[src/hw/rtl/vrsc_pkg.sv]
// Shared types, register codes and schedule constants for the velocity ramp block.
`default_nettype none

package vrsc_pkg;

  localparam int unsigned ADDR_W = 4;
  localparam int unsigned DATA_W = 32;
  localparam int unsigned VEL_W = 20;
  localparam int unsigned STEP_W = 19;
  localparam int unsigned WIN_W = 16;
  localparam int unsigned TIME_W = 32;
  localparam int unsigned LEVEL_W = 3;

  // Schedule table: start time in ms and level velocity in Q12.8 mm/s.
  localparam int unsigned ROM_LEVELS = 4;
  localparam int unsigned SCHED_LEVELS = 4;
  localparam int unsigned ACTIVE_LEVELS =
      (SCHED_LEVELS < ROM_LEVELS) ? SCHED_LEVELS : ROM_LEVELS;

  localparam logic [TIME_W-1:0] SCHED_START [ROM_LEVELS] = '{
    32'd0, 32'd300, 32'd600, 32'd900
  };
  localparam logic signed [VEL_W-1:0] SCHED_VEL [ROM_LEVELS] = '{
    20'sd12800, 20'sd38400, 20'sd7680, 20'sd0
  };

  // Level code held after reset, before any level has been seen.
  localparam logic [LEVEL_W-1:0] LEVEL_NONE = 3'd7;

  localparam logic [STEP_W-1:0] MAX_STEP_RST = 19'd512;
  localparam logic [WIN_W-1:0] ACCEL_WIN_RST = 16'd100;
  localparam logic [WIN_W-1:0] BRAKE_WIN_RST = 16'd100;

  typedef enum logic [1:0] {
    REG_MAX_STEP  = 2'd0,
    REG_ACCEL_WIN = 2'd1,
    REG_BRAKE_WIN = 2'd2
  } reg_idx_t;

  typedef struct packed {
    logic [STEP_W-1:0] max_step;
    logic [WIN_W-1:0]  accel_window;
    logic [WIN_W-1:0]  brake_window;
  } cfg_t;

endpackage

`default_nettype wire

[src/hw/rtl/vrsc_if.sv]
// Handshake channel interfaces for input ticks and result beats.
`default_nettype none

interface vrsc_tick_if;
  logic                    valid;
  logic                    ready;
  logic [31:0]             time_ms;
  logic                    target_present;
  logic signed [19:0]      target_velocity;

  modport source (output valid, time_ms, target_present, target_velocity, input ready);
  modport sink (input valid, time_ms, target_present, target_velocity, output ready);
endinterface

interface vrsc_result_if;
  logic                    valid;
  logic                    ready;
  logic signed [19:0]      actual_velocity;
  logic                    settled_ok;
  logic                    accel_window_on;
  logic                    brake_window_on;

  modport source (output valid, actual_velocity, settled_ok, accel_window_on,
                  brake_window_on, input ready);
  modport sink (input valid, actual_velocity, settled_ok, accel_window_on,
                brake_window_on, output ready);
endinterface

`default_nettype wire

[src/hw/rtl/vrsc_regs.sv]
// APB-style configuration registers: max step and the two settle windows.
`default_nettype none

module vrsc_regs (
  input  wire logic                           clk,
  input  wire logic                           rst,
  input  wire logic                           psel,
  input  wire logic                           penable,
  input  wire logic                           pwrite,
  input  wire logic [vrsc_pkg::ADDR_W-1:0]    paddr,
  input  wire logic [vrsc_pkg::DATA_W-1:0]    pwdata,
  output logic      [vrsc_pkg::DATA_W-1:0]    prdata,
  output logic                                pready,
  output vrsc_pkg::cfg_t                      cfg
);

  vrsc_pkg::reg_idx_t idx;
  logic               wr_en;

  assign idx    = vrsc_pkg::reg_idx_t'(paddr[3:2]);
  assign wr_en  = psel && penable && pwrite;
  assign pready = 1'b1;

  always_ff @(posedge clk) begin
    if (rst) begin
      cfg.max_step     <= vrsc_pkg::MAX_STEP_RST;
      cfg.accel_window <= vrsc_pkg::ACCEL_WIN_RST;
      cfg.brake_window <= vrsc_pkg::BRAKE_WIN_RST;
    end else if (wr_en) begin
      unique case (idx)
        vrsc_pkg::REG_MAX_STEP:  cfg.max_step     <= pwdata[vrsc_pkg::STEP_W-1:0];
        vrsc_pkg::REG_ACCEL_WIN: cfg.accel_window <= pwdata[vrsc_pkg::WIN_W-1:0];
        vrsc_pkg::REG_BRAKE_WIN: cfg.brake_window <= pwdata[vrsc_pkg::WIN_W-1:0];
        default: ;
      endcase
    end
  end

  always_comb begin
    unique case (idx)
      vrsc_pkg::REG_MAX_STEP:
        prdata = {{(vrsc_pkg::DATA_W-vrsc_pkg::STEP_W){1'b0}}, cfg.max_step};
      vrsc_pkg::REG_ACCEL_WIN:
        prdata = {{(vrsc_pkg::DATA_W-vrsc_pkg::WIN_W){1'b0}}, cfg.accel_window};
      vrsc_pkg::REG_BRAKE_WIN:
        prdata = {{(vrsc_pkg::DATA_W-vrsc_pkg::WIN_W){1'b0}}, cfg.brake_window};
      default:
        prdata = '0;
    endcase
  end

endmodule

`default_nettype wire

[src/hw/rtl/vrsc_slew.sv]
// Slew limiter: moves the current velocity toward the target by at most one step.
`default_nettype none

module vrsc_slew (
  input  wire logic signed [vrsc_pkg::VEL_W-1:0]  cur,
  input  wire logic signed [vrsc_pkg::VEL_W-1:0]  tgt,
  input  wire logic        [vrsc_pkg::STEP_W-1:0] step,
  output logic signed      [vrsc_pkg::VEL_W-1:0]  nxt
);

  logic signed [vrsc_pkg::VEL_W:0] diff;
  logic signed [vrsc_pkg::VEL_W:0] step_s;
  logic signed [vrsc_pkg::VEL_W:0] up;
  logic signed [vrsc_pkg::VEL_W:0] down;

  assign diff   = {tgt[vrsc_pkg::VEL_W-1], tgt} - {cur[vrsc_pkg::VEL_W-1], cur};
  assign step_s = $signed({2'b00, step});
  assign up     = {cur[vrsc_pkg::VEL_W-1], cur} + step_s;
  assign down   = {cur[vrsc_pkg::VEL_W-1], cur} - step_s;

  // A full step is taken only when the target lies beyond it, so the
  // truncated sum always fits the velocity width.
  always_comb begin
    priority if (diff > step_s) begin
      nxt = up[vrsc_pkg::VEL_W-1:0];
    end else if (diff < -step_s) begin
      nxt = down[vrsc_pkg::VEL_W-1:0];
    end else begin
      nxt = tgt;
    end
  end

endmodule

`default_nettype wire

[src/hw/rtl/vrsc_datapath.sv]
// Input register, velocity and level state, window check and result register.
`default_nettype none

module vrsc_datapath (
  input  wire logic         clk,
  input  wire logic         rst,
  input  wire vrsc_pkg::cfg_t cfg,
  vrsc_tick_if.sink         tick,
  vrsc_result_if.source     result
);

  // Input register.
  logic                                 s1_valid;
  logic [vrsc_pkg::TIME_W-1:0]          s1_time;
  logic                                 s1_present;
  logic signed [vrsc_pkg::VEL_W-1:0]    s1_target;

  // Feedback state.
  logic signed [vrsc_pkg::VEL_W-1:0]    velocity;
  logic                                 accelerating;
  logic [vrsc_pkg::LEVEL_W-1:0]         latched_level;

  logic                                 advance;
  logic                                 take;
  logic [vrsc_pkg::LEVEL_W-1:0]         level;
  logic signed [vrsc_pkg::VEL_W-1:0]    desired;
  logic signed [vrsc_pkg::VEL_W-1:0]    velocity_next;
  logic                                 accelerating_next;
  logic [vrsc_pkg::TIME_W-1:0]          since;
  logic [vrsc_pkg::WIN_W-1:0]           win;
  logic                                 passed;

  assign advance    = !result.valid || result.ready;
  assign take       = s1_valid && advance;
  assign tick.ready = !s1_valid || advance;

  always_ff @(posedge clk) begin
    if (rst) begin
      s1_valid <= 1'b0;
    end else if (tick.valid && tick.ready) begin
      s1_valid <= 1'b1;
    end else if (advance) begin
      s1_valid <= 1'b0;
    end
  end

  always_ff @(posedge clk) begin
    if (tick.valid && tick.ready) begin
      s1_time    <= tick.time_ms;
      s1_present <= tick.target_present;
      s1_target  <= tick.target_velocity;
    end
  end

  // Schedule level: the last entry whose start time has been reached.
  always_comb begin
    level = '0;
    for (int i = 0; i < vrsc_pkg::ACTIVE_LEVELS; i++) begin
      if (s1_time >= vrsc_pkg::SCHED_START[i]) begin
        level = vrsc_pkg::LEVEL_W'(i);
      end
    end
  end

  assign desired = s1_present ? s1_target : vrsc_pkg::SCHED_VEL[level[1:0]];

  vrsc_slew u_slew (
    .cur  (velocity),
    .tgt  (desired),
    .step (cfg.max_step),
    .nxt  (velocity_next)
  );

  // Direction is decided against the velocity from before this tick.
  assign accelerating_next = (level != latched_level) ? (desired >= velocity) : accelerating;

  assign since  = s1_time - vrsc_pkg::SCHED_START[level[1:0]];
  assign win    = accelerating_next ? cfg.accel_window : cfg.brake_window;
  assign passed = since >= {{(vrsc_pkg::TIME_W-vrsc_pkg::WIN_W){1'b0}}, win};

  always_ff @(posedge clk) begin
    if (rst) begin
      velocity      <= '0;
      accelerating  <= 1'b1;
      latched_level <= vrsc_pkg::LEVEL_NONE;
    end else if (take) begin
      velocity      <= velocity_next;
      accelerating  <= accelerating_next;
      latched_level <= level;
    end
  end

  always_ff @(posedge clk) begin
    if (rst) begin
      result.valid <= 1'b0;
    end else if (take) begin
      result.valid <= 1'b1;
    end else if (result.ready) begin
      result.valid <= 1'b0;
    end
  end

  always_ff @(posedge clk) begin
    if (take) begin
      result.actual_velocity <= velocity_next;
      result.settled_ok      <= !passed || (velocity_next == desired);
      result.accel_window_on <= accelerating_next &&
          (since < {{(vrsc_pkg::TIME_W-vrsc_pkg::WIN_W){1'b0}}, cfg.accel_window});
      result.brake_window_on <= !accelerating_next &&
          (since < {{(vrsc_pkg::TIME_W-vrsc_pkg::WIN_W){1'b0}}, cfg.brake_window});
    end
  end

endmodule

`default_nettype wire

[src/hw/rtl/velocity_ramp_settle_check.sv]
// Top level of the slew-limited velocity ramp with settle-in-time check.
// Each tick beat is one millisecond. The block accepts one tick per clock cycle while
// the result side is not stalled, and each accepted tick passes through the input
// register, then through the slew and window logic into the result
// register. The stored velocity feeds back through a single register, so a tick
// sees the velocity left by the one before it with no gap. A stalled result beat
// still lets one more tick into the input register. Configuration registers
// (APB, byte addresses 0x0 max_step, 0x4 accel_window, 0x8 brake_window) should
// be written only while no tick is in flight.
`default_nettype none

module velocity_ramp_settle_check (
  input  wire logic                         clk,
  input  wire logic                         rst,
  vrsc_tick_if.sink                         tick,
  vrsc_result_if.source                     result,
  input  wire logic                         psel,
  input  wire logic                         penable,
  input  wire logic                         pwrite,
  input  wire logic [vrsc_pkg::ADDR_W-1:0]  paddr,
  input  wire logic [vrsc_pkg::DATA_W-1:0]  pwdata,
  output logic      [vrsc_pkg::DATA_W-1:0]  prdata,
  output logic                              pready
);

  vrsc_pkg::cfg_t cfg;

  vrsc_regs u_regs (
    .clk     (clk),
    .rst     (rst),
    .psel    (psel),
    .penable (penable),
    .pwrite  (pwrite),
    .paddr   (paddr),
    .pwdata  (pwdata),
    .prdata  (prdata),
    .pready  (pready),
    .cfg     (cfg)
  );

  vrsc_datapath u_datapath (
    .clk    (clk),
    .rst    (rst),
    .cfg    (cfg),
    .tick   (tick),
    .result (result)
  );

endmodule

`default_nettype wire

[src/flat_wrapper.sv]
// flat-port wrapper written by rule: the top's interface ports become plain ports
module velocity_ramp_settle_check_flat 
  (clk, rst, psel, penable, pwrite, paddr, pwdata, prdata, pready, tick_valid, tick_time_ms, tick_target_present, tick_target_velocity, tick_ready, result_valid, result_actual_velocity, result_settled_ok, result_accel_window_on, result_brake_window_on, result_ready);
  vrsc_tick_if tick_i ();
  vrsc_result_if result_i ();
  input  wire logic clk;
  input  wire logic rst;
  input  wire logic psel;
  input  wire logic penable;
  input  wire logic pwrite;
  input  wire logic [vrsc_pkg::ADDR_W-1:0] paddr;
  input  wire logic [vrsc_pkg::DATA_W-1:0] pwdata;
  output logic      [vrsc_pkg::DATA_W-1:0] prdata;
  output logic pready;
  input wire logic [$bits(tick_i.valid)-1:0] tick_valid;
  input wire logic [$bits(tick_i.time_ms)-1:0] tick_time_ms;
  input wire logic [$bits(tick_i.target_present)-1:0] tick_target_present;
  input wire logic [$bits(tick_i.target_velocity)-1:0] tick_target_velocity;
  output wire logic [$bits(tick_i.ready)-1:0] tick_ready;
  output wire logic [$bits(result_i.valid)-1:0] result_valid;
  output wire logic [$bits(result_i.actual_velocity)-1:0] result_actual_velocity;
  output wire logic [$bits(result_i.settled_ok)-1:0] result_settled_ok;
  output wire logic [$bits(result_i.accel_window_on)-1:0] result_accel_window_on;
  output wire logic [$bits(result_i.brake_window_on)-1:0] result_brake_window_on;
  input wire logic [$bits(result_i.ready)-1:0] result_ready;
  assign tick_i.valid = tick_valid;
  assign tick_i.time_ms = tick_time_ms;
  assign tick_i.target_present = tick_target_present;
  assign tick_i.target_velocity = tick_target_velocity;
  assign tick_ready = tick_i.ready;
  assign result_valid = result_i.valid;
  assign result_actual_velocity = result_i.actual_velocity;
  assign result_settled_ok = result_i.settled_ok;
  assign result_accel_window_on = result_i.accel_window_on;
  assign result_brake_window_on = result_i.brake_window_on;
  assign result_i.ready = result_ready;
  velocity_ramp_settle_check u_core (.clk(clk), .rst(rst), .tick(tick_i), .result(result_i), .psel(psel), .penable(penable), .pwrite(pwrite), .paddr(paddr), .pwdata(pwdata), .prdata(prdata), .pready(pready));
endmodule
[config.mk]
export PLATFORM = sky130hd
export DESIGN_NAME = velocity_ramp_settle_check_flat
export DESIGN_NICKNAME = d
export VERILOG_FILES = /design/src/hw/rtl/vrsc_pkg.sv /design/src/hw/rtl/vrsc_if.sv /design/src/hw/rtl/vrsc_regs.sv /design/src/hw/rtl/vrsc_slew.sv /design/src/hw/rtl/vrsc_datapath.sv /design/src/hw/rtl/velocity_ramp_settle_check.sv /design/src/flat_wrapper.sv
export SDC_FILE = /design/constraint.sdc
export NUM_CORES = 1
export LEC_CHECK = 0
export BUFFER_PORTS_ARGS = -buffer_cell sky130_fd_sc_hd__buf_2
export CAP_MARGIN = 15
export CELL_PAD_IN_SITES_DETAIL_PLACEMENT = 1
export CELL_PAD_IN_SITES_GLOBAL_PLACEMENT = 1
export CORE_MARGIN = 1
export CORE_UTILIZATION = 37
export CTS_BUF_LIST = sky130_fd_sc_hd__clkbuf_4
export DETAILED_ROUTE_END_ITERATION = 6
export PLACE_DENSITY_LB_ADDON = 0.1
export SLEW_MARGIN = 20
export SYNTH_ARGS = -nofsm -noshare
export SYNTH_HDL_FRONTEND = slang
export SYNTH_SLANG_ARGS = --single-unit
[constraint.sdc]
create_clock -name clk -period 6.75 [get_ports clk]
set_clock_uncertainty 0.15 [all_clocks]
set_input_delay 0.675 -clock clk [delete_from_list [all_inputs] [get_ports clk]]
set_output_delay 0.675 -clock clk [all_outputs]
set_load 0.02 [all_outputs]
=== After elaboration in Yosys (flattened, before gate mapping) ===
Cells that the tools add are included.

* Output and inout port bits: 58
* Bits in registers: 153
* Input bits: 96
* Logic and storage cells: 73

* Mux-type cells: 19
* Reductions and logical operators: 19
* Order comparisons: 10
* Add/subtract/negate cells: 5
* Equality and inequality tests: 4
* Bitwise gates (word level): 1

{| class="wikitable"
|+ Operators by type and width
! operator !! number
|-
| $mux 20 || 5
|-
| $bmux 32 s2 || 1
|-
| $ge 32x10->1 const B || 2
|-
| $lt 32x16->1 || 2
|-
| $mux 32 || 2
|-
| $pmux 19 s3 || 1
|-
| $bmux 20 s2 || 1
|-
| $ge 32x16->1 || 1
|-
| $ge 32x9->1 const B || 1
|-
| $sub 32x32->32 || 1
|-
| $gt 21x20->1 || 1
|-
| $lt 21x21->1 || 1
|-
| $neg 19->21 || 1
|-
| $sub 20x20->21 || 1
|-
| $add 20x20->20 || 1
|-
| $eq 20x20->1 || 1
|-
| $ge 20x20->1 || 1
|-
| $sub 20x20->20 || 1
|-
| $mux 16 || 1
|-
| $logic_and 1x1->1 || 6
|-
| $mux 1 || 6
|-
| $mux 3 || 2
|-
| $reduce_and 2->1 || 3
|-
| $logic_not 1->1 || 4
|-
| other kinds (8) || 11
|}

=== Logic depth before layout (Yosys ltp) ===
* Depth in word-level cells: 15
* Gate-level depth with buffers: 33
* Gate-level depth less buffers: 31

=== Hierarchy ===
Synthesis repeated with hierarchy kept, for this count alone.

* Cell total of the unflattened synthesis: 1469
* Area, all modules: 13106.3 um^2

{| class="wikitable"
|+ Modules (own cells, without submodules)
! module !! cells each !! times used !! area each (um^2)
|-
| vrsc_datapath || 592 || 1 || 6313.6
|-
| vrsc_slew || 606 || 1 || 4196.5
|-
| vrsc_regs || 271 || 1 || 2596.2
|}

=== Worst setup path before layout ===
No wires, ideal clock.

* Path kind: register -> register
* Start: register u_core.u_datapath.s1_time[17] (netlist bit)
* End: register u_core.u_datapath.result.settled_ok (data pin)
* Cell stages (with the launch flop): 32
* Clock period less this slack: 7.405 ns
* Setup slack: -0.655 ns
* Arrival time: 7.124 ns
* Cell sequence: edfxtp_1 or4_1 or3_4 nor3_2 o21a_1 inv_1 ha_1 inv_1 mux2i_1 inv_1 ha_1 and3_1 a221oi_1 nor2_1 a211o_1 and3_1 o21ai_0 nand2b_1 a21oi_1 xnor2_1 ha_1 a21o_1 a311o_1 a2111oi_0 nand2_1 o21ai_1 and3_1 o22ai_1 a32oi_1 a31oi_1 nor4b_2 a22o_1

* Longest elaborated chain between the ends: 15

{| class="wikitable"
|+ Ends and longest elaborated chain
! item !! line !! RTL
|-
| start, declared || vrsc_datapath.sv:14 || <nowiki>logic [vrsc_pkg::TIME_W-1:0] s1_time;</nowiki>
|-
| start signal, assigned || vrsc_datapath.sv:49 || <nowiki>s1_time <= tick.time_ms;</nowiki>
|-
| $ge 32x9->1 || vrsc_datapath.sv:59 || <nowiki>if (s1_time >= vrsc_pkg::SCHED_START[i]) begin</nowiki>
|-
| $mux 1 || vrsc_datapath.sv:59 ||
|-
| $mux 3 || vrsc_datapath.sv:59 ||
|-
| $mux 3 * || vrsc_datapath.sv:59 ||
|-
| via u_core.u_datapath.level (one bit) || vrsc_datapath.sv:25 || <nowiki>logic [vrsc_pkg::LEVEL_W-1:0] level;</nowiki>
|-
| $not 2->3 (not written as such) || vrsc_datapath.sv:65, vrsc_datapath.sv:77 ||
|-
| $bmux 20 s2 || vrsc_datapath.sv:65 || <nowiki>assign desired = s1_present ? s1_target : vrsc_pkg::SCHED_VEL[level[1:0]];</nowiki>
|-
| $mux 20 (not written as such) (2 in series) || vrsc_datapath.sv:65 ||
|-
| $mux 20 || vrsc_datapath.sv:65 ||
|-
| $sub 20x20->21 or $ge 20x20->1 (tied branches) || vrsc_slew.sv:16, vrsc_datapath.sv:75 ||
|-
| $lt 21x21->1 or $mux 1 (tied branches) || vrsc_slew.sv:26, vrsc_datapath.sv:75 ||
|-
| $mux 20 or $mux 16 (tied branches) || vrsc_slew.sv:26, vrsc_datapath.sv:78 ||
|-
| $mux 20 or $ge 32x16->1 (tied branches) || vrsc_slew.sv:24, vrsc_datapath.sv:79 ||
|-
| $eq 20x20->1 or $logic_not 1->1 (tied branches) || vrsc_datapath.sv:106 || <nowiki>result.settled_ok <= !passed || (velocity_next == desired);</nowiki>
|-
| $logic_or 1x1->1 * || vrsc_datapath.sv:106 ||
|-
| end signal, assigned || vrsc_datapath.sv:106 ||
|-
| end, declared || vrsc_if.sv:23 || <nowiki>modport source (output valid, actual_velocity, settled_ok, accel_window_on,</nowiki>
|}

Mark *: on every way through the listed nets, which the timed path passes. The rest lies on a longest branch. The select of a mux whose other input is x is not followed.
A chain may end at the register's enable or synchronous reset.

=== Worst setup path in the final report ===
* Start: register u_core.u_datapath.s1_time[16] (netlist bit)
* End: register u_core.u_datapath.result.settled_ok (data pin)

* Longest elaborated chain between the ends: 15

{| class="wikitable"
|+ Ends and longest elaborated chain
! item !! line
|-
| $ge 32x9->1 || vrsc_datapath.sv:59
|-
| $mux 1 || vrsc_datapath.sv:59
|-
| $mux 3 (2 in series) || vrsc_datapath.sv:59
|-
| $not 2->3 (not written as such) || vrsc_datapath.sv:65, vrsc_datapath.sv:77
|-
| $bmux 20 s2 || vrsc_datapath.sv:65
|-
| $mux 20 (not written as such) (2 in series) || vrsc_datapath.sv:65
|-
| $mux 20 || vrsc_datapath.sv:65
|-
| $sub 20x20->21 or $ge 20x20->1 (tied branches) || vrsc_slew.sv:16, vrsc_datapath.sv:75
|-
| $lt 21x21->1 or $mux 1 (tied branches) || vrsc_slew.sv:26, vrsc_datapath.sv:75
|-
| $mux 20 or $mux 16 (tied branches) || vrsc_slew.sv:26, vrsc_datapath.sv:78
|-
| $mux 20 or $ge 32x16->1 (tied branches) || vrsc_slew.sv:24, vrsc_datapath.sv:79
|-
| $eq 20x20->1 or $logic_not 1->1 (tied branches) || vrsc_datapath.sv:106
|-
| $logic_or 1x1->1 * || vrsc_datapath.sv:106
|}

Mark *: on every way between the ends. The rest lies on a longest branch, timed or not. The select of a mux whose other input is x is not followed.

==> results.md <==
- RSZ-0062 raised after global routing: yes
- Hold Path Depth: 1
- Status: finished with violations
- Drc violations: 0
- #FFs+latches synth: 153
- Post-DP HPWL: 39.0 mm
- Largest family of logic cells by synthesized area: compound AO/OA/AOI/OAI gates
- Largest net degree at the start of global routing: 66
- Synth Warn #: 0
- Mapped Cells: 1549
- Input/output buffers: 124
- CTS sink cnt: 153
- Arrival time worst endpoint: 7390 ps
- Mux contribution to synthesized area: 0.0189
- Max_cap viols: 0
- Synth Area in Simple Gates: 0.171
- Cell Pwr Density: 304 nW/um2
- Initial antenna violation count: 1
- Int Power: 0.00279 W
- Final Net Count: 2075
- Sw Share: 0.448
- Worst Path Buf+Inv: 5
- Total CTS buffers: 17
- Worst R2R End: u_core.u_datapath.result.settled_ok
- Critical Path Source Type: flop
- Reg clk slew, reported paths: 150 ps
- CTS H-Tree Depth: 4
- CP delay by family, top: compound AO/OA/AOI/OAI gates
- Die H: 188 um
- Post-Synth XOR/XNOR Area: 0.0539
- Longest Clk Path Bufs: 2
- Layout cells sized above 1: 0.262
- Post-route clock period utilization: 1.04
- Vias: 12800
- Critical path endpoint: u_core.u_datapath.result.settled_ok
- Failing checks: setup timing
- Worst R2R Path Depth: 28
- Die Wd: 188 um
- Maximum VDD drop: 0.000159 V
- Finish-stage setup viols: 30
- GP Congestion: 0.972
- Final setup margin: -258 ps
- Final std cells w/o fill: 2282
- # rows: 67
- P_leak: 7.17 nW
- DP Worst Slack: -562 ps
- Worst Hold Class: input port to flop
- I/O Pins: 154
- Skew-Pair Late Insertion Delay: 680 ps
- Area of the die: 35500 um2
- Critical Path Start: u_core.u_datapath.s1_time[16]
- Critical path depth in cells: 28
- R2R Path Start: u_core.u_datapath.s1_time[16]
- First-pass GRT wire length: 75.6 mm
- Mapped cell area: 12800 um2
- Hold WS: 47.9 ps
- Detailed-route vias per instance: 5.61
- Layout area overhead: 29.2%
- Gate power share: 0.665
- GR Util All Layers: 0.278
- Synth cell types: 83
- Root buf cell: clkbuf_4
- CTS tree: done
- Routed len/inst: 22.0 um
- CP Max Fanout: 4
- Final worst path period need: 7010 ps
- Yosys top cell area share: 0.178
- Post-Synth Adder-Cell Area: 0.157
- Cell taking the most area after synthesis: edfxtp_1
- Top FF cell, synth: dfxtp_1
- Area fraction in compound gates after synthesis: 0.238
- Hold Fails Final Rpt: 0
- Worst path slowest cell: or4_1
- Seq/Total Area, Yosys: 0.298
- Setup crit end kind: flop
- Async set-reset flop share out of synthesis: 0
- Seq pwr share: 0.224
- Core Area: 33900 um2
- Number of synthesized flops with an enable pin: 76
- Gr ovfl total: 0
- Fmax: 143 MHz
- Worst stage delay on the critical path: 520 ps
- Clock Power Share: 0.111
- ANT nets after route: 0
- Total Wirelength: 50.2 mm
- Vias in the first global route: 13200
- Placed Cells: 2194
- Kind of critical path: flop to flop
- Final Max Slew Viols: 0
- Sw power: 0.00226 W
- Leading post-synthesis cells by cell area: edfxtp_1 18%, ha_1 15%, dfxtp_1 12%
- Worst-margin pin slew: 1070 ps
- First-pass DRT Iterations: 5
- R2r setup slk: -260 ps
- Mean post-synth cell area: 8.29 um2
- Worst endpoint required time: 7130 ps
- Initial DRC count: 648
- Worst slew margin: 0.279
- Effective utilization at floorplan: 0.379
## layer usage
layer	share of wire	global-route usage	wire, um	vias up
met5	0	0	0	-
met4	0.045	0.129	2260	0
met3	0.035	0.0272	1780	98
met2	0.49	0.485	24600	311
met1	0.43	0.345	21600	6287
li1	-	-	-	6104
## flip-flops by register name, indices dropped and copies added (netlist names)
signal / flops
u_core.u_datapath.velocity: 20
u_core.u_datapath.result.accel_window_on: 1
u_core.u_datapath.s1_valid: 1
u_core.u_datapath.result.valid: 1
u_core.u_datapath.s1_time: 32
u_core.u_datapath.result.settled_ok: 1
u_core.u_datapath.accelerating: 1
u_core.u_regs.cfg: 51
u_core.u_datapath.s1_target: 20
u_core.u_datapath.result.actual_velocity: 20
u_core.u_datapath.s1_present: 1
u_core.u_datapath.latched_level: 3
u_core.u_datapath.result.brake_window_on: 1
## worst reg2reg max path: cells and delay by family, from the launching register on
family / cells / cell delay, ps
simple gates: 7 / 2040
fa+ha+maj: 3 / 700
compound gates: 12 / 2730
flops: 1 / 410
buf+inv: 5 / 750
mux: 1 / 130
## cells in the final DEF, fill, tap and decap left out, drive strengths merged, types with 8 or more instances in the layout
master / n
dfxtp: 77
o21bai: 10
ha: 155
or2: 8
nor2: 99
nand3: 29
edfxtp: 76
nor2b: 11
mux2i: 22
o2111ai: 10
a21o: 57
nand2b: 17
and3: 15
nor3: 28
a21oi: 152
o21a: 17
o31ai: 13
a311oi: 10
xor2: 18
nand2: 204
buf: 297
xnor2: 61
clkbuf: 17
nand4: 11
o22ai: 8
dlygate4sd3: 14
inv: 135
conb: 14
a211oi: 16
nor4: 17
or3: 11
o21ai: 62
and2: 8
a211o: 8
o211ai: 16
## worst min-delay path by stage
stage	startpoint	end
floorplan	u_core.u_datapath.latched_level[2]	u_core.u_datapath.latched_level[2]
detailed placement	u_core.u_datapath.latched_level[2]	u_core.u_datapath.latched_level[2]
global route	tick_time_ms[7]	u_core.u_datapath.s1_time[7]
finish	tick_target_present	u_core.u_datapath.s1_present
global placement	u_core.u_datapath.latched_level[2]	u_core.u_datapath.latched_level[2]
CTS	tick_time_ms[2]	u_core.u_datapath.s1_time[2]
## Yosys cell counts (15+ instances only)
cell / instances
o211ai_1: 16
o21a_1: 17
xor2_1: 18
inv_1: 127
mux2i_1: 22
o21ai_0: 60
a211oi_1: 16
a21o_1: 57
nand2b_1: 17
nor3_1: 27
xnor2_1: 61
edfxtp_1: 76
and3_1: 15
ha_1: 155
dfxtp_1: 77
nor4_1: 16
a21oi_1: 152
nand3_1: 29
nand2_1: 204
nor2_1: 99
clkbuf_1: 46
## stage by stage
stage / instance area, um2 / setup TNS, ps / util / power, W
after floorplan: 13000 / 0 / - / 0.00252
after global placement: 14800 / -7000 / 0.438 / 0.00347
after detailed placement: 14800 / -13140 / 0.438 / 0.00352
after CTS: 15800 / -3030 / 0.465 / 0.00443
after global routing: 16600 / -15570 / 0.490 / 0.00530
final: 16600 / -2790 / 0.490 / 0.00505
## power by group through the flow
stage / Combinational, W / Clock, W / Sequential, W
floorplan: 0.00135 / 0 / 0.00117
global placement: 0.00232 / 0 / 0.00115
detailed placement: 0.00237 / 0 / 0.00115
CTS: 0.00272 / 0.000579 / 0.00113
global route: 0.00355 / 0.000608 / 0.00114
finish: 0.00336 / 0.000562 / 0.00113
## repair_timing
action | CTS | global route
gates resized for setup | 86 | 147
hold buffers | 14 | 0
setup buffers | 24 | 25
endpoints found under the hold margin | 14 | 0
pin swaps | 46 | 68
endpoints found under the setup margin | 41 | 41
## cell type report
class / instances / area [um2]
sequential: 153 / 3820
inverter: 129 / 487
tap: 448 / 561
multi-input combinational: 1208 / 9170
clock buffer: 17 / 128
clock inverter: 15 / 116
antenna: 1 / 2.50
timing repair buffer: 311 / 2300
fill: 4054 / 17300
## cells by family after synthesis
group,after synthesis
buffers and inverters,200
flip-flops,153
AND/OR/NAND/NOR,474
other,2
adder cells (fa/ha/maj),159
AO/OA/AOI/OAI,458
multiplexers,24
XOR/XNOR,79
Note: power is estimated with default switching activity, not from simulation.
